### config.mk
export PLATFORM = sky130hd
export DESIGN_NAME = base64_stream_decoder_unit_flat
export DESIGN_NICKNAME = d
export VERILOG_FILES = /design/src/rtl/b64d_pkg.sv /design/src/rtl/b64d_if.sv /design/src/rtl/b64d_front.sv /design/src/rtl/b64d_queue.sv /design/src/rtl/b64d_back.sv /design/src/rtl/base64_stream_decoder_unit.sv /design/src/flat_wrapper.sv
export SDC_FILE = /design/constraint.sdc
export NUM_CORES = 1
export LEC_CHECK = 0
export BUFFER_PORTS_ARGS = -buffer_cell sky130_fd_sc_hd__buf_2
export CAP_MARGIN = 40
export CORE_UTILIZATION = 35
export DETAILED_ROUTE_END_ITERATION = 6
export MAX_ROUTING_LAYER = met4
export SYNTH_ARGS = -nofsm -noshare
export SYNTH_HDL_FRONTEND = slang
export SYNTH_SLANG_ARGS = --single-unit
### constraint.sdc
create_clock -name clk -period 3.3 [get_ports clk]
set_input_delay 0.165 -clock clk [delete_from_list [all_inputs] [get_ports clk]]
set_output_delay 0.165 -clock clk [all_outputs]
set_load 0.01 [all_outputs]
### src/rtl/b64d_pkg.sv
package b64d_pkg;

  // Character codes: 0-63 are data, then padding and invalid.
  localparam logic [6:0] CODE_PAD     = 7'd64;
  localparam logic [6:0] CODE_INVALID = 7'd65;

  // Result status codes.
  localparam logic [1:0] ST_DATA    = 2'd0;
  localparam logic [1:0] ST_BADCHAR = 2'd1;
  localparam logic [1:0] ST_BADLEN  = 2'd2;

  // One queued command: up to three bytes to send, in order.
  typedef struct packed {
    logic [7:0] slot0;
    logic [7:0] slot1;
    logic [7:0] slot2;
    logic [1:0] count;
    logic [1:0] status;
    logic       fin;
  } cmd_t;

  // Map an ASCII character to its 7-bit base64 code.
  function automatic logic [6:0] map_char(input logic [7:0] c);
    logic [6:0] code;
    code = CODE_INVALID;
    if (c >= 8'h41 && c <= 8'h5a) begin
      code = 7'(c - 8'h41);
    end else if (c >= 8'h61 && c <= 8'h7a) begin
      code = 7'(c - 8'h61 + 8'd26);
    end else if (c >= 8'h30 && c <= 8'h39) begin
      code = 7'(c - 8'h30 + 8'd52);
    end else if (c == 8'h2b) begin
      code = 7'd62;
    end else if (c == 8'h2f) begin
      code = 7'd63;
    end else if (c == 8'h3d) begin
      code = CODE_PAD;
    end
    return code;
  endfunction

endpackage

### src/rtl/b64d_if.sv
// Character channel into the decoder.
interface b64d_char_if;
  logic       valid;
  logic       ready;
  logic [7:0] ch;
  logic       is_final;

  modport source (output valid, output ch, output is_final, input ready);
  modport sink   (input valid, input ch, input is_final, output ready);
endinterface

// Byte channel out of the decoder.
interface b64d_byte_if;
  logic       valid;
  logic       ready;
  logic [7:0] data_byte;
  logic [1:0] status;
  logic       end_of_message;

  modport source (output valid, output data_byte, output status, output end_of_message,
                  input ready);
  modport sink   (input valid, input data_byte, input status, input end_of_message,
                  output ready);
endinterface

### src/rtl/b64d_front.sv
// Front end: classifies each character, collects quartets and queues commands.
module b64d_front (
  input  logic             clk,
  input  logic             rst,
  b64d_char_if.sink        char_in,
  input  logic             full,
  output logic             push,
  output b64d_pkg::cmd_t   cmd
);

  logic [1:0] qpos, qpos_next;
  logic [6:0] held [3];
  logic [6:0] held_next [3];
  logic       skipping, skipping_next;
  logic       accept;
  logic [6:0] code;
  logic [7:0] b1, b2, b3;
  logic       send2, send3;

  assign char_in.ready = !full;
  assign accept        = char_in.valid && char_in.ready;
  assign code          = b64d_pkg::map_char(char_in.ch);

  // Bytes of a completed quartet, truncated to eight bits.
  assign b1    = {held[0][5:0], 2'b00} | {5'b0, held[1][6:4]};
  assign b2    = {held[1][3:0], 4'b0000} | {3'b0, held[2][6:2]};
  assign b3    = {held[2][1:0], 6'b0} | {1'b0, code};
  assign send2 = (held[2] != b64d_pkg::CODE_PAD);
  assign send3 = (code != b64d_pkg::CODE_PAD);

  // Next state and the command for the queue.
  always_comb begin
    qpos_next     = qpos;
    held_next     = held;
    skipping_next = skipping;
    push          = 1'b0;
    cmd           = '0;
    if (accept) begin
      if (skipping) begin
        if (char_in.is_final) begin
          skipping_next = 1'b0;
          qpos_next     = '0;
          held_next     = '{default: '0};
        end
      end else if (code == b64d_pkg::CODE_INVALID) begin
        push          = 1'b1;
        cmd.count     = 2'd1;
        cmd.status    = b64d_pkg::ST_BADCHAR;
        cmd.fin       = 1'b1;
        qpos_next     = '0;
        held_next     = '{default: '0};
        skipping_next = !char_in.is_final;
      end else if (qpos != 2'd3) begin
        held_next[qpos] = code;
        qpos_next       = qpos + 2'd1;
        if (char_in.is_final) begin
          push       = 1'b1;
          cmd.count  = 2'd1;
          cmd.status = b64d_pkg::ST_BADLEN;
          cmd.fin    = 1'b1;
          qpos_next  = '0;
          held_next  = '{default: '0};
        end
      end else begin
        push       = 1'b1;
        cmd.slot0  = b1;
        cmd.slot1  = send2 ? b2 : b3;
        cmd.slot2  = b3;
        cmd.count  = 2'd1 + {1'b0, send2} + {1'b0, send3};
        cmd.status = b64d_pkg::ST_DATA;
        cmd.fin    = char_in.is_final;
        qpos_next  = '0;
        held_next  = '{default: '0};
      end
    end
  end

  // State registers.
  always_ff @(posedge clk) begin
    if (rst) begin
      qpos     <= '0;
      held     <= '{default: '0};
      skipping <= 1'b0;
    end else begin
      qpos     <= qpos_next;
      held     <= held_next;
      skipping <= skipping_next;
    end
  end

endmodule

### src/rtl/b64d_queue.sv
// Short command queue between the front and back ends.
module b64d_queue #(
  parameter int DEPTH = 4
) (
  input  logic           clk,
  input  logic           rst,
  input  logic           push,
  input  b64d_pkg::cmd_t push_cmd,
  output logic           full,
  input  logic           pop,
  output b64d_pkg::cmd_t head,
  output logic           empty
);

  localparam int PTR_W = (DEPTH > 1) ? $clog2(DEPTH) : 1;
  localparam int CNT_W = $clog2(DEPTH + 1);
  localparam logic [PTR_W-1:0] LAST = PTR_W'(DEPTH - 1);

  b64d_pkg::cmd_t   slots [DEPTH];
  logic [PTR_W-1:0] wr_ptr, rd_ptr;
  logic [CNT_W-1:0] fill;
  logic             do_push, do_pop;

  assign full    = (fill == CNT_W'(DEPTH));
  assign empty   = (fill == '0);
  assign head    = slots[rd_ptr];
  assign do_push = push && !full;
  assign do_pop  = pop && !empty;

  // Pointers and fill count.
  always_ff @(posedge clk) begin
    if (rst) begin
      wr_ptr <= '0;
      rd_ptr <= '0;
      fill   <= '0;
    end else begin
      if (do_push) begin
        wr_ptr <= (wr_ptr == LAST) ? '0 : wr_ptr + PTR_W'(1);
      end
      if (do_pop) begin
        rd_ptr <= (rd_ptr == LAST) ? '0 : rd_ptr + PTR_W'(1);
      end
      if (do_push && !do_pop) begin
        fill <= fill + CNT_W'(1);
      end else if (do_pop && !do_push) begin
        fill <= fill - CNT_W'(1);
      end
    end
  end

  // Storage.
  always_ff @(posedge clk) begin
    if (do_push) begin
      slots[wr_ptr] <= push_cmd;
    end
  end

endmodule

### src/rtl/b64d_back.sv
// Back end: sends each command's bytes, one item per cycle while ready.
module b64d_back (
  input  logic           clk,
  input  logic           rst,
  input  b64d_pkg::cmd_t head,
  input  logic           empty,
  output logic           pop,
  b64d_byte_if.source    byte_out
);

  logic [1:0] idx;
  logic       load;
  logic       last;
  logic [7:0] sel_byte;

  assign load = !byte_out.valid || byte_out.ready;
  assign last = (idx == head.count - 2'd1);
  assign pop  = load && !empty && last;

  // Pick the byte for the current slot.
  always_comb begin
    case (idx)
      2'd0:    sel_byte = head.slot0;
      2'd1:    sel_byte = head.slot1;
      default: sel_byte = head.slot2;
    endcase
  end

  // Output register and slot counter.
  always_ff @(posedge clk) begin
    if (rst) begin
      byte_out.valid <= 1'b0;
      idx            <= '0;
    end else if (load) begin
      byte_out.valid <= !empty;
      if (!empty) begin
        idx <= last ? 2'd0 : idx + 2'd1;
      end
    end
  end

  always_ff @(posedge clk) begin
    if (load && !empty) begin
      byte_out.data_byte      <= sel_byte;
      byte_out.status         <= head.status;
      byte_out.end_of_message <= head.fin && last;
    end
  end

endmodule

### src/rtl/base64_stream_decoder_unit.sv
// Channel     Dir   Payload                                   Handshake
// char_in     in    ch[7:0], is_final                         valid / ready
// byte_out    out   data_byte[7:0], status[1:0], end_of_message  valid / ready
//
// One character is taken per cycle while the queue has room; a full quartet
// yields up to three bytes, sent one per cycle from a registered output while
// the output is ready; the bytes pass through the command queue first.
// The front end stalls only when the command queue (QUEUE_DEPTH entries) is full.
// Reset clears the quartet, the skip flag, the queue and the output valid flag.
module base64_stream_decoder_unit #(
  parameter int QUEUE_DEPTH = 4
) (
  input  logic         clk,
  input  logic         rst,
  b64d_char_if.sink    char_in,
  b64d_byte_if.source  byte_out
);

  b64d_pkg::cmd_t push_cmd, head;
  logic           push, full, pop, empty;

  b64d_front u_front (
    .clk     (clk),
    .rst     (rst),
    .char_in (char_in),
    .full    (full),
    .push    (push),
    .cmd     (push_cmd)
  );

  b64d_queue #(
    .DEPTH (QUEUE_DEPTH)
  ) u_queue (
    .clk      (clk),
    .rst      (rst),
    .push     (push),
    .push_cmd (push_cmd),
    .full     (full),
    .pop      (pop),
    .head     (head),
    .empty    (empty)
  );

  b64d_back u_back (
    .clk      (clk),
    .rst      (rst),
    .head     (head),
    .empty    (empty),
    .pop      (pop),
    .byte_out (byte_out)
  );

endmodule

### src/flat_wrapper.sv
// flat-port wrapper written by rule: the top's interface ports become plain ports
module base64_stream_decoder_unit_flat 
#(
  parameter int QUEUE_DEPTH = 4
)
  (clk, rst, char_in_valid, char_in_ch, char_in_is_final, char_in_ready, byte_out_valid, byte_out_data_byte, byte_out_status, byte_out_end_of_message, byte_out_ready);
  b64d_char_if char_in_i ();
  b64d_byte_if byte_out_i ();
  input  logic clk;
  input  logic rst;
  input wire logic [$bits(char_in_i.valid)-1:0] char_in_valid;
  input wire logic [$bits(char_in_i.ch)-1:0] char_in_ch;
  input wire logic [$bits(char_in_i.is_final)-1:0] char_in_is_final;
  output wire logic [$bits(char_in_i.ready)-1:0] char_in_ready;
  output wire logic [$bits(byte_out_i.valid)-1:0] byte_out_valid;
  output wire logic [$bits(byte_out_i.data_byte)-1:0] byte_out_data_byte;
  output wire logic [$bits(byte_out_i.status)-1:0] byte_out_status;
  output wire logic [$bits(byte_out_i.end_of_message)-1:0] byte_out_end_of_message;
  input wire logic [$bits(byte_out_i.ready)-1:0] byte_out_ready;
  assign char_in_i.valid = char_in_valid;
  assign char_in_i.ch = char_in_ch;
  assign char_in_i.is_final = char_in_is_final;
  assign char_in_ready = char_in_i.ready;
  assign byte_out_valid = byte_out_i.valid;
  assign byte_out_data_byte = byte_out_i.data_byte;
  assign byte_out_status = byte_out_i.status;
  assign byte_out_end_of_message = byte_out_i.end_of_message;
  assign byte_out_i.ready = byte_out_ready;
  base64_stream_decoder_unit #(.QUEUE_DEPTH(QUEUE_DEPTH)) u_core (.clk(clk), .rst(rst), .char_in(char_in_i), .byte_out(byte_out_i));
endmodule
[Yosys cells after proc, flatten, opt, wreduce, memory -nomap -nowiden]
Memory sizes are Yosys's and may differ from the RTL's. A register that Yosys moved wholly into a read port is not among the register bits.
Index checks and enable logic that the tools add are counted.
Storage, ports and cells
  memories kept: 1
  register bits after elaboration: 45
  memory bits (writable): 116
  input bits: 13
  logic and storage cells: 123
  output and inout port bits: 13
Operators by class
  magnitude comparators: 8
  $add $sub $neg: 14
  equality and inequality tests: 13
  reduce and logical (&&, ||, !) cells: 24
  multiplexer cells: 45
  bitwise gates (word level): 5
Memories
  u_core.u_queue.slots: words 4, width 29, rd ports 1, clocked after memory_dff 1, write ports 1, line b64d_queue.sv:19  | b64d_pkg::cmd_t slots [DEPTH];
Operators by type and width (count)
  two-way mux 21 bit: 5
  two-way mux 29 bit: 2
  two-way mux 24 bit: 2
  two-way mux 7 bit: 6
  equality test 8 x 6 -> 1 bit, second input constant: 3
  bitwise mux 21 bit: 1
  two-way mux 2 bit: 10
  >= comparator 8 x 7 -> 1 bit, second input constant: 2
  <= comparator 8 x 7 -> 1 bit, second input constant: 2
  one-hot mux 8 bit (2 select lines): 1
  demux 7 bit (select 2 bit): 1
  inequality test 7 bit, second input constant: 2
  subtractor 7 bit, second input constant: 2
  logical AND 1 bit: 12
  two-way mux 1 bit: 11
  two-way mux 5 bit: 2
  adder 2 x 1 -> 2 bit, second input constant: 4
  >= comparator 8 x 6 -> 1 bit, second input constant: 1
  <= comparator 8 x 6 -> 1 bit, second input constant: 1
  two-way mux 8 bit: 1
  bitwise OR 8 x 3 -> 8 bit: 1
  bitwise OR 8 x 5 -> 8 bit: 1
  bitwise OR 8 x 7 -> 8 bit: 1
  adder 7 x 5 -> 7 bit, second input constant: 1
  other kinds (25): 34

[Logic depth before layout (Yosys ltp)]
Gate-level depths: netlist of run 1.
  depth after elaboration: 16
  gate-level depth with buffers: 16
  mapped depth without buffers: 15

[Cells and area by module]
A second synthesis of run 1 with hierarchy kept.
Unflattened totals
  cells, all modules: 533
  area total of the unflattened synthesis: 7368.3 um2
By module, submodules not included
  b64d_queue: cells an instance 201, seq. area each 3663.5 um2, times used 1, area an instance 4673.2 um2
  b64d_front: cells an instance 272, seq. area each 460.4 um2, times used 1, area an instance 2025.7 um2
  b64d_back: cells an instance 60, seq. area each 390.4 um2, times used 1, area an instance 669.4 um2

[Worst setup path before layout of run 1]
OpenSTA, ideal clock, no wires.
  path kind: input to register
  start point: in char_in_ch[2]
  end point: reg u_core.u_queue.fill[2]
  library setup time: 0.071 ns
  arrival: 3.366 ns
  required time: 3.229 ns
  cell stages on the path: 16
  setup slack: -0.137 ns
  buffers on the path: 1
  cells stage by stage: clkbuf_1 -> inv_1 -> ha_1 -> a21o_1 -> a311o_2 -> nor3_2 -> a31oi_4 -> and4b_4 -> a21oi_2 -> nor2_1 -> ha_1 -> inv_1 -> fa_1 -> xor2_1 -> or3_1 -> a21oi_1
On the way
  word-level cells in the longest chain between the ends: 15
  elaborated cells on any way between the ends: 33
  those cells by class: add/sub (5); order compare (6); eq/ne (4); mux (10); reduce/logical (8)
Ends and longest elaborated chain
  start: declaration: line flat_wrapper.sv:12  | input wire logic [$bits(char_in_i.ch)-1:0] char_in_ch;
  branches (longest 6 deep; another with subtractor 7 x 6 -> 7 bit)
  two-way mux 7 bit (*): line b64d_pkg.sv:26  | if (c >= 8'h41 && c <= 8'h5a) begin
  equality test 7 bit (*): line b64d_front.sv:45  | end else if (code == b64d_pkg::CODE_INVALID) begin
  two-way mux 1 bit (*): line b64d_front.sv:45
  two-way mux 1 bit (*): line b64d_front.sv:39  | if (skipping) begin
  two-way mux 1 bit (*): line b64d_front.sv:38  | if (accept) begin
  logical AND 1 bit (*): line b64d_queue.sv:27  | assign do_push = push && !full;
  net u_core.u_queue.do_push: line b64d_queue.sv:22  | logic do_push, do_pop;
  zero test 1 bit: line b64d_queue.sv:45  | end else if (do_pop && !do_push) begin
  logical AND 1 bit: line b64d_queue.sv:45
  nonzero test 2 bit (no source line)
  end signal: assignment: line b64d_queue.sv:44  | fill <= fill + CNT_W'(1);
  end signal: assignment: line b64d_queue.sv:46  | fill <= fill - CNT_W'(1);
  end: declaration: line b64d_queue.sv:21  | logic [CNT_W-1:0] fill;
Mark *: on every way through the listed nets, which the timed path passes.
A chain may end at the register's enable or synchronous reset.

[Final worst setup path of run 1]
Ends and elaborated chain as after synthesis.

==> results.cfg, run 1 <==
[place]
hpwl_um = 9840
place.gp.congestion = 0.832
portBuffers = 25

[drt]
postRouteAntennaNets = 0
viasPerCell = 5.16
drt-initial-drc-count = 342
drt_pass1_iterations = 5
drc = 0
via_count = 4204
wl_per_cell_um = 18.1
routed_wl_um = 14800

[pwr]
p_per_area_nw_per_um2 = 681
irDropWorstVdd_mv = 0.310
p_sw_share_pct = 27.1
p_sw_mw = 1.55
combinationalPowerShare_pct = 22.0
p_int_mw = 4.17
power_leakage_nw = 2.90
p_seq_share_pct = 44.7
pwr-share-clk_pct = 33.3
finalPower_mw = 5.72

[clocking]
clkTransAtPathRegs_ns = 0.06
htree_levels = 4
cts.path.max_buffers = 2
cts-buffers-inserted = 17
clock-root-buffer = clkbuf_16
cts_repair_resize_count = 0
post-cts-setup-buffers = 0
clk_latency_ns = 0.42
cts_hold_buffers = 1
cts_tree = done
cts.sinks = 162

[worst_setup_path]
cp_data_required_time_ns = 3.65
ff2ff_setup_slack_ns = 0.42
critPathKind = in -> reg
critPathMaxStageDelay_ns = 0.38
crit_slowest_cell = fa_1
start_kind = input port
r2r-end = u_core.u_queue.fill[2]$_SDFFE_PP0P_
cp.arrival_ns = 3.26
reg2reg_depth = 10
critPathCaptureType = register
cp_max_fo = 6
path_cells = buf_2 -> inv_1 -> ha_1 -> o21ai_0 -> nor2_1 -> a21o_1 -> a221oi_4 -> and4b_4 -> a21oi_2 -> nor2_1 -> ha_1 -> inv_1 -> fa_1 -> xor2_1 -> or3_1 -> a21oi_1

[die]
rows = 51
die_w_um = 145
die_area_um2 = 21000
die_h_um = 145
num_io_pins = 26
core_um2 = 19700
start_util_pct = 36.3

[timing]
slew_viol_final = 0
setup_viol = 0
max_freq_mhz = 343
min_period_over_period_pct = 88.3
finalHoldViolCount = 0
finClkSkew_ns = 0.00771
tns_ns = 0
slew_headroom_pct = 45.5
tightest_slew_ns = 0.810
rsz0062_at_grt = false
min_period_ns = 2.91

[global_routing]
antenna_found_initial = 0
overflow = 0
grt.total_usage_pct = 15.3
grt_max_degree = 30
grt_first_pass_wirelength_um = 23900
grt_pass1_vias = 4394

[worst_hold_path]
min_path_type = in -> reg
hold_path_depth = 2
min_to = u_core.u_front.skipping$_SDFFE_PP0P_
worstHoldStart = char_in_is_final

[synthesis]
synth_xor_area_share_pct = 0.735
ys_types = 65
synth_area_um2 = 7150
ys_ff_latch = 162
yosys_warnings = 0
synth_compound_area_share_pct = 10.8
postSynthCellCount = 480
synthAdderAreaFrac_pct = 3.95
synthSimpleGateAreaFrac_pct = 9.44
yosysSeqAreaShare_pct = 63.1
synth_top_family_by_area = compound AO/OA/AOI/OAI gates
ys.flop_type = edfxtp_1
synthMuxAreaShare_pct = 9.71
synth_edf_count = 127
syn-num-nets = 515
async_reset_ff_share_pct = 0
avgSynthCellArea_um2 = 14.9

[layout]
area_growth_pct = 17.5
diodes = 0
drive_gt1_share_pct = 24.7
final_util_pct = 42.6
fin_nets = 572

[run_status]
status = completed

[job]
cap_violations = 0
-- critical path, delay by kind of cell --
kind | cells | cell delay (ns)
and+or+nand+nor | 4 | 0.85
xor gates and xnor gates | 1 | 0.17
AOI/OAI and AO/OA | 5 | 1.02
adders and majority gates | 3 | 0.83
buffers and inverters | 3 | 0.21
-- cell families after synthesis --
logic type                 count (synthesis)
muxes                                     33
and+or+nand+nor                          120
adders and majority gates                 22
buffers and inverters                     41
xor gates and xnor gates                   6
AOI/OAI and AO/OA                         96
DFF                                      162
-- layout by cell type, fill, tap and decap left out, types with 3 or more instances in the layout --
cell       netlist  final
mux2i_1          3      3
a22o_1           4      4
and2_1          11     11
a32o_1           4      4
edfxtp_1       127    127
clkbuf_16        0     17
buf_12           0      4
nor2b_1          5      5
clkinv_4         0      3
nand4_1          3      3
a211oi_1         4      4
o2bb2ai_1       14     14
nand3_1          7      7
inv_1           24     24
mux4_2          29     29
o21ai_0         18     18
nand2_1         14     14
buf_4            0     25
xnor2_1          4      4
nand2b_1         4      4
buf_2            6     25
ha_1            21     21
nor2_1          41     41
a22oi_1          9      9
and3_1           6      6
o31ai_4          3      3
a21o_1           4      4
nor3_1           7      7
a21oi_1         16     16
dfxtp_1         35     34
or3_1            3      3
-- power by group through the flow --
stage / logic (mW) / registers, mW / clock network (mW)
after floorplan: 0.827 / 2.63 / 0
after global placement: 1.26 / 2.59 / 0
after detailed placement: 1.28 / 2.60 / 0
after CTS: 1.29 / 2.56 / 1.95
after global routing: 1.39 / 2.58 / 2.03
final: 1.26 / 2.56 / 1.91
-- synth_stat cells, drive strengths merged (9+ instances only) --
cell | n | area, µm²
ha | 21 | 263
and2 | 11 | 68.8
edfxtp | 127 | 3810
a21oi | 17 | 88.8
dfxtp | 35 | 701
inv | 24 | 90.1
o2bb2ai | 14 | 123
nor2 | 42 | 165
mux4 | 29 | 653
nor3 | 9 | 55.1
nand2 | 15 | 58.8
buf | 9 | 41.3
o21ai | 20 | 100
a22oi | 9 | 67.6
-- sequential cells by signal, indices dropped and copies added (netlist names), named ones only --
signal,flops
u_core.u_back.byte_out.valid,1
u_core.u_queue.wr_ptr,2
u_core.u_queue.rd_ptr,2
u_core.u_front.skipping,1
u_core.u_back.byte_out.status,2
u_core.u_front.qpos,2
u_core.u_queue.slots,116
u_core.u_back.byte_out.data_byte,8
u_core.u_front.held,20
u_core.u_queue.fill,3
u_core.u_back.idx,2
u_core.u_back.byte_out.end_of_message,1
-- stage by stage --
| step | area [µm²] | setup slack (ns) | hold slack (ns) | std cells |
|---|---|---|---|---|
| floorplan | 7160 | 0.00275 | 0.238 | 480 |
| global placement | 7820 | 0.0570 | 0.438 | 782 |
| detailed placement | 7820 | -0.0277 | 0.447 | 782 |
| CTS | 8400 | 0.400 | 0.00407 | 815 |
| global route | 8400 | 0.129 | 0.0133 | 815 |
| finish | 8400 | 0.386 | 0.0149 | 815 |
-- how the worst max path moves through the flow --
stage                                          end  cells past startpoint           from  slack, ns
2_1_floorplan  u_core.u_queue.fill[2]$_SDFFE_PP0P_                     16  char_in_ch[2]      0.003
3_3_place_gp   u_core.u_queue.fill[2]$_SDFFE_PP0P_                     16  char_in_ch[2]       0.06
3_5_place_dp   u_core.u_queue.fill[2]$_SDFFE_PP0P_                     16  char_in_ch[2]      -0.03
4_1_cts        u_core.u_queue.fill[2]$_SDFFE_PP0P_                     16  char_in_ch[2]       0.40
5_1_grt        u_core.u_queue.fill[2]$_SDFFE_PP0P_                     16  char_in_ch[2]       0.13
6_report       u_core.u_queue.fill[2]$_SDFFE_PP0P_                     16  char_in_ch[2]       0.39
-- area by class of cell --
class | instances | area, µm²
Fill cell | 1805 | 11300
Sequential cell | 162 | 4520
Multi-Input combinational cell | 277 | 2480
Clock buffer | 20 | 447
Timing Repair Buffer | 55 | 403
Tap cell | 265 | 332
Clock inverter | 12 | 133
Inverter | 24 | 90.1
-- metal layers --
layer	share of wire (%)	vias to the layer above	GRT usage [%]	routed length, µm
met5	0	-	-	0
met4	2.1	0	6.81	314
met3	3.5	21	3.08	524
met2	50	79	24.5	7340
met1	45	2127	18.8	6590
li1	-	1977	-	-
No activity file was read; power rests on OpenSTA's default activity.
==> run 2, diff against run 1 <==
--- a/config.mk
+++ b/config.mk
@@ -10,4 +10,5 @@
 export CORE_UTILIZATION = 35
 export DETAILED_ROUTE_END_ITERATION = 6
+export GPL_ROUTABILITY_DRIVEN = 0
 export MAX_ROUTING_LAYER = met4
 export SYNTH_ARGS = -nofsm -noshare
==> constraint.sdc (replaced) <==
create_clock -name clk -period 3.3 [get_ports clk]
set_input_delay 0.495 -clock clk [delete_from_list [all_inputs] [get_ports clk]]
set_output_delay 0.495 -clock clk [all_outputs]
set_load 0.01 [all_outputs]
==> run 2 against run 1 <==
Effect of this change:
- wire length rose by 1.5%
- sequential power hardly changed
- cell count rose by 2.7%
- die area unchanged
- worst setup slack got worse by 0.14 ns
- clock power shrank 10%
- critical path depth decreased by 1
- largest cell class unchanged
==> results.cfg, run 2 (synthesized netlist as in run 1, its figures left out) <==
[global_routing]
grt_max_degree = 30
grt.total_usage_pct = 15.6
grt_pass1_vias = 4505
overflow = 0
grt_first_pass_wirelength_um = 24200
antenna_found_initial = 0

[layout]
final_cell_mix = edfxtp_1 (127), buf_4 (46), nor2_1 (41), dfxtp_1 (34), mux4_2 (29)
fillCellCount = 1768
mostFrequentLayoutCell = edfxtp_1
regMostFlops = u_core.u_queue.slots
drive_gt1_share_pct = 30.1
design_area_um2 = 8600
largest_reg_flops = 116
final_cells = 837
diodes = 0
top_regs = u_core.u_queue.slots x116, u_core.u_front.held x20, u_core.u_back.byte_out.data_byte x8
area_growth_pct = 20.2
fin_nets = 594

[timing]
tightest_slew_ns = 0.860
setup_viol = 0
min_period_ns = 3.06
postLayoutSetupSlackWorst_ns = 0.242
max_freq_mhz = 327
rsz0062_at_grt = false
finalHoldViolCount = 0
slew_viol_final = 0
min_period_over_period_pct = 92.7
finClkSkew_ns = 0.00841
slew_headroom_pct = 42.1

[place]
place_ws_ns = -0.190
placed_cell_area_um2 = 8080
hpwl_um = 10100
dp_cells = 805
portBuffers = 25

[die]
die_w_um = 145
start_util_pct = 36.3
die_h_um = 145
core_um2 = 19700
rows = 51
die_area_um2 = 21000
num_io_pins = 26

[worst_setup_path]
critPathCaptureType = register
cp_max_fo = 5
r2r-end = u_core.u_queue.fill[2]$_SDFFE_PP0P_
start_kind = input port
cp_data_required_time_ns = 3.65
ff2ff_setup_slack_ns = 0.45
cp.arrival_ns = 3.41
reg2reg_depth = 10
critPathKind = in -> reg

[worst_hold_path]
worstHoldStart = char_in_is_final
min_path_type = in -> reg
hold_path_depth = 2
min_to = u_core.u_front.skipping$_SDFFE_PP0P_

[drt]
via_count = 4284
wl_per_cell_um = 17.9
drc = 0
drt_pass1_iterations = 5
postRouteAntennaNets = 0
drt-initial-drc-count = 202
routed_wl_um = 15000
viasPerCell = 5.12

[clocking]
clkTransAtPathRegs_ns = 0.06
clk_latency_ns = 0.42
htree_levels = 4
cts-buffers-inserted = 17
cts_repair_resize_count = 0
cts_tree = done
cts.path.max_buffers = 2
cts_hold_buffers = 0
clock-root-buffer = clkbuf_16
post-cts-setup-buffers = 0
cts.sinks = 162

[pwr]
irDropWorstVdd_mv = 0.279
power_leakage_nw = 2.99
p_per_area_nw_per_um2 = 647
finalPower_mw = 5.57

[run_status]
status = completed

[job]
cap_violations = 0
## run 2: changes by cell type in the layout (fill, tap and decap cells not counted), moves of 2 or more
cell | before | now
inv_1 | 24 | 20
and3_2 | 0 | 4
inv_2 | 0 | 2
ha_4 | 0 | 3
clkinv_2 | 2 | 4
buf_12 | 4 | 6
clkinv_4 | 3 | 1
bufinv_16 | 2 | 0
ha_1 | 21 | 16
and3_1 | 6 | 2
ha_2 | 0 | 2
clkbuf_1 | 2 | 4
buf_4 | 25 | 46
## run 2: worst max-delay path, cell delays in order
cell and delay, ns:
buf_2 0.14, ha_1 0.23, a21o_1 0.18, a311o_2 0.38
nor3_4 0.21, a31oi_4 0.04, and4b_4 0.35, a21oi_2 0.08
nor2_1 0.13, ha_2 0.20, inv_2 0.04, fa_2 0.34
xor2_1 0.16, or3_1 0.31, a21oi_1 0.12
## run 2: worst max path at each step
stage | start | to | slack, ns | cells after the start
after global placement | char_in_ch[2] | u_core.u_queue.fill[2]$_SDFFE_PP0P_ | -0.12 | 15
final | char_in_ch[2] | u_core.u_queue.fill[2]$_SDFFE_PP0P_ | 0.24 | 15
after detailed placement | char_in_ch[2] | u_core.u_queue.fill[2]$_SDFFE_PP0P_ | -0.19 | 15
after floorplan | char_in_ch[0] | u_core.u_queue.fill[2]$_SDFFE_PP0P_ | -0.11 | 16
after global routing | char_in_ch[2] | u_core.u_queue.fill[2]$_SDFFE_PP0P_ | 0.07 | 16
after CTS | char_in_ch[2] | u_core.u_queue.fill[2]$_SDFFE_PP0P_ | 0.24 | 15
## run 2: power breakdown
group	switching (mW)	internal, mW	total, mW
combinational	0.699	0.587	1.29
sequential	0.0934	2.48	2.57
clock	0.737	0.975	1.71
## run 2: final cells by class
cell class / count / area [µm²] / share of cell area, %
inverters: 24 / 100 / 1.16
well taps: 265 / 332 / 3.86
multi-input cells: 277 / 2540 / 29.6
clock inverters: 10 / 63.8 / 0.742
clock buffers: 22 / 454 / 5.28
flip-flops and latches: 162 / 4520 / 52.5
repair buffers: 77 / 591 / 6.87
## run 2: per-layer routing
metal,wire length (µm),vias to the layer above,GRT usage [%]
li1,-,2022,-
met1,6710,2141,19.4
met2,7430,103,25.4
met3,614,18,2.92
met4,236,0,5.85
met5,0,-,-
## run 2: per-stage QoR
stage | hold slack (ns) | TNS, ns | util (%)
2_1_floorplan | 0.424 | -0.111 | -
6_report | 0.344 | 0 | 43.6
4_1_cts | 0.330 | 0 | 43.6
3_3_place_gp | 0.437 | -0.141 | 41.0
5_1_grt | 0.340 | 0 | 43.6
3_5_place_dp | 0.441 | -0.262 | 41.0
==> run 3, diff against run 2 <==
CORE_MARGIN = 3   (was default)
clock period = 2.75 ns   (was 3.3 ns; I/O delays follow)
==> run 3 against run 2 <==
Effect of this change:
- the flow now finishes with violations (negative setup slack)
- wire length grew 5.6%
- via count grew 5.6%
- clock power is 46% higher
==> results.cfg, run 3 (synthesized netlist as in run 1, its figures left out) <==
[run_status]
status = complete, but fails checks
violations = negative setup slack

[place]
portBuffers = 25
hpwl_um = 10500
dp_cells = 831

[worst_setup_path]
start_kind = input port
cp_data_required_time_ns = 3.11
critPathKind = in -> reg
path_cells = buf_12 -> inv_8 -> ha_4 -> a21o_1 -> a311o_2 -> buf_4 -> or2_4 -> a31oi_4 -> and4b_4 -> a21oi_4 -> nor2_1 -> ha_2 -> buf_4 -> buf_4 -> xor2_2 -> or3_4 -> a21oi_2
critPathMaxStageDelay_ns = 0.37
crit_family = compound AO/OA/AOI/OAI gates
crit_slowest_cell = a311o_2
cpMostUsedCell = buf_4
worst-path-buf-inv = 5
critPathCaptureType = register
cp_max_fo = 3
cp.arrival_ns = 3.32

[clocking]
htree_levels = 4
clkTransAtPathRegs_ns = 0.06
cts-buffers-inserted = 17
cts.sinks = 162
clk_latency_ns = 0.42
clock-root-buffer = clkbuf_16
cts_hold_buffers = 0
cts_tree = done
cts.path.max_buffers = 2

[layout]
fillCellCount = 1746
final_util_pct = 46.6
final_cell_mix = edfxtp_1 (127), buf_4 (79), nor2_1 (39), dfxtp_1 (34), mux4_2 (29)
drive_gt1_share_pct = 38.6
regArea_um2 = 4520
fin_nets = 631
largest_reg_flops = 116
final_cells = 874
mostFrequentLayoutCell = edfxtp_1
area_growth_pct = 29.0
multiInputGateArea_um2 = 2730
diodes = 0
regMostFlops = u_core.u_queue.slots
top_regs = u_core.u_queue.slots x116, u_core.u_front.held x20, u_core.u_back.byte_out.data_byte x8

[timing]
tns_ns = -0.270
finClkSkew_ns = 0.00840
tightest_slew_ns = 0.706
postLayoutSetupSlackWorst_ns = -0.213
finalHoldViolCount = 0
slew_headroom_pct = 52.8
min_period_over_period_pct = 108
max_freq_mhz = 337
setup_viol = 2
min_period_ns = 2.96
rsz0062_at_grt = true
slew_viol_final = 0

[global_routing]
grt.total_usage_pct = 15.2
grt_max_degree = 30
grt_first_pass_wirelength_um = 25300
antenna_found_initial = 0
grt_pass1_vias = 4818
overflow = 0

[die]
num_io_pins = 26
die_w_um = 149
die_area_um2 = 22200
core_um2 = 19800
die_h_um = 149
rows = 51
start_util_pct = 36.2

[drt]
drt-initial-drc-count = 330
drt_pass1_iterations = 5
wl_per_cell_um = 18.1
routed_wl_um = 15800
viasPerCell = 5.18
drc = 0
postRouteAntennaNets = 0
via_count = 4526

[pwr]
power_leakage_nw = 3.27
finalPower_mw = 7.28
irDropWorstVdd_mv = 0.377
p_per_area_nw_per_um2 = 789

[worst_hold_path]
min_path_type = in -> reg

[job]
cap_violations = 0
-- run 3: cell count changes in the layout (fill, tap and decap cells not counted), moves of 4 or more --
cell,before,now
buf_6,0,6
and3_4,0,5
buf_2,25,21
and3_2,4,0
buf_4,46,79
-- run 3: metal layers --
metal	global-route usage (%)	share of wire (%)	wire length, µm	vias up
met4	5.58	2.4	387	0
met2	24.7	50	7930	104
met5	-	0	0	-
met1	18.8	44	6900	2290
met3	3.40	3.9	619	34
li1	-	-	-	2098
-- run 3: final timing paths --
kind	depth (start not counted)	startpoint	slack [ns]	to
max	17	char_in_ch[2]	-0.21	u_core.u_queue.fill[2]$_SDFFE_PP0P_
min	2	char_in_is_final	0.26	u_core.u_front.skipping$_SDFFE_PP0P_
max reg2reg	10	register	-0.02	u_core.u_queue.fill[2]$_SDFFE_PP0P_
min reg2reg	1	u_core.u_front.held[12]$_SDFFE_PP0P_	0.46	u_core.u_front.held[12]$_SDFFE_PP0P_
-- run 3: area by class of cell --
class                      instances  area share [%]
sequential                       162            48.9
multi-input combinational        278            29.5
timing repair buffer             113            9.82
clock buffer                      24            5.80
tap                              265            3.59
clock inverter                     8            1.18
inverter                          24            1.11
-- run 3: worst reg2reg max path: cells and delay by family, from the launching register on --
family | cells | cell delay, ns
mux | 2 | 0.79
flops | 1 | 0.36
compound gates | 1 | 0.12
fa+ha+maj | 1 | 0.25
xor+xnor | 2 | 0.38
buf+inv | 2 | 0.26
simple gates | 2 | 0.56
-- run 3: what timing repair did --
item                       4_1_cts  5_1_grt
setup buffers                    6        5
cloned                           0        1
gates resized for setup         11       33
pin swaps                       18       21
setup endpoints to repair       26       94
-- run 3: where the power goes --
group	total, mW	internal (mW)	switching [mW]
registers	3.07	2.97	0.0970
clock network	2.50	1.56	0.936
logic	1.71	0.808	0.903
-- run 3: metrics by stage --
stage               hold WS (ns)  setup WS (ns)  area, µm²
finish                     0.255         -0.213       9230
detailed placement         0.439         -0.643       8310
floorplan                  0.424         -0.576       7290
CTS                        0.245         -0.126       9040
global route               0.261         -0.307       9230
global placement           0.439         -0.571       8310
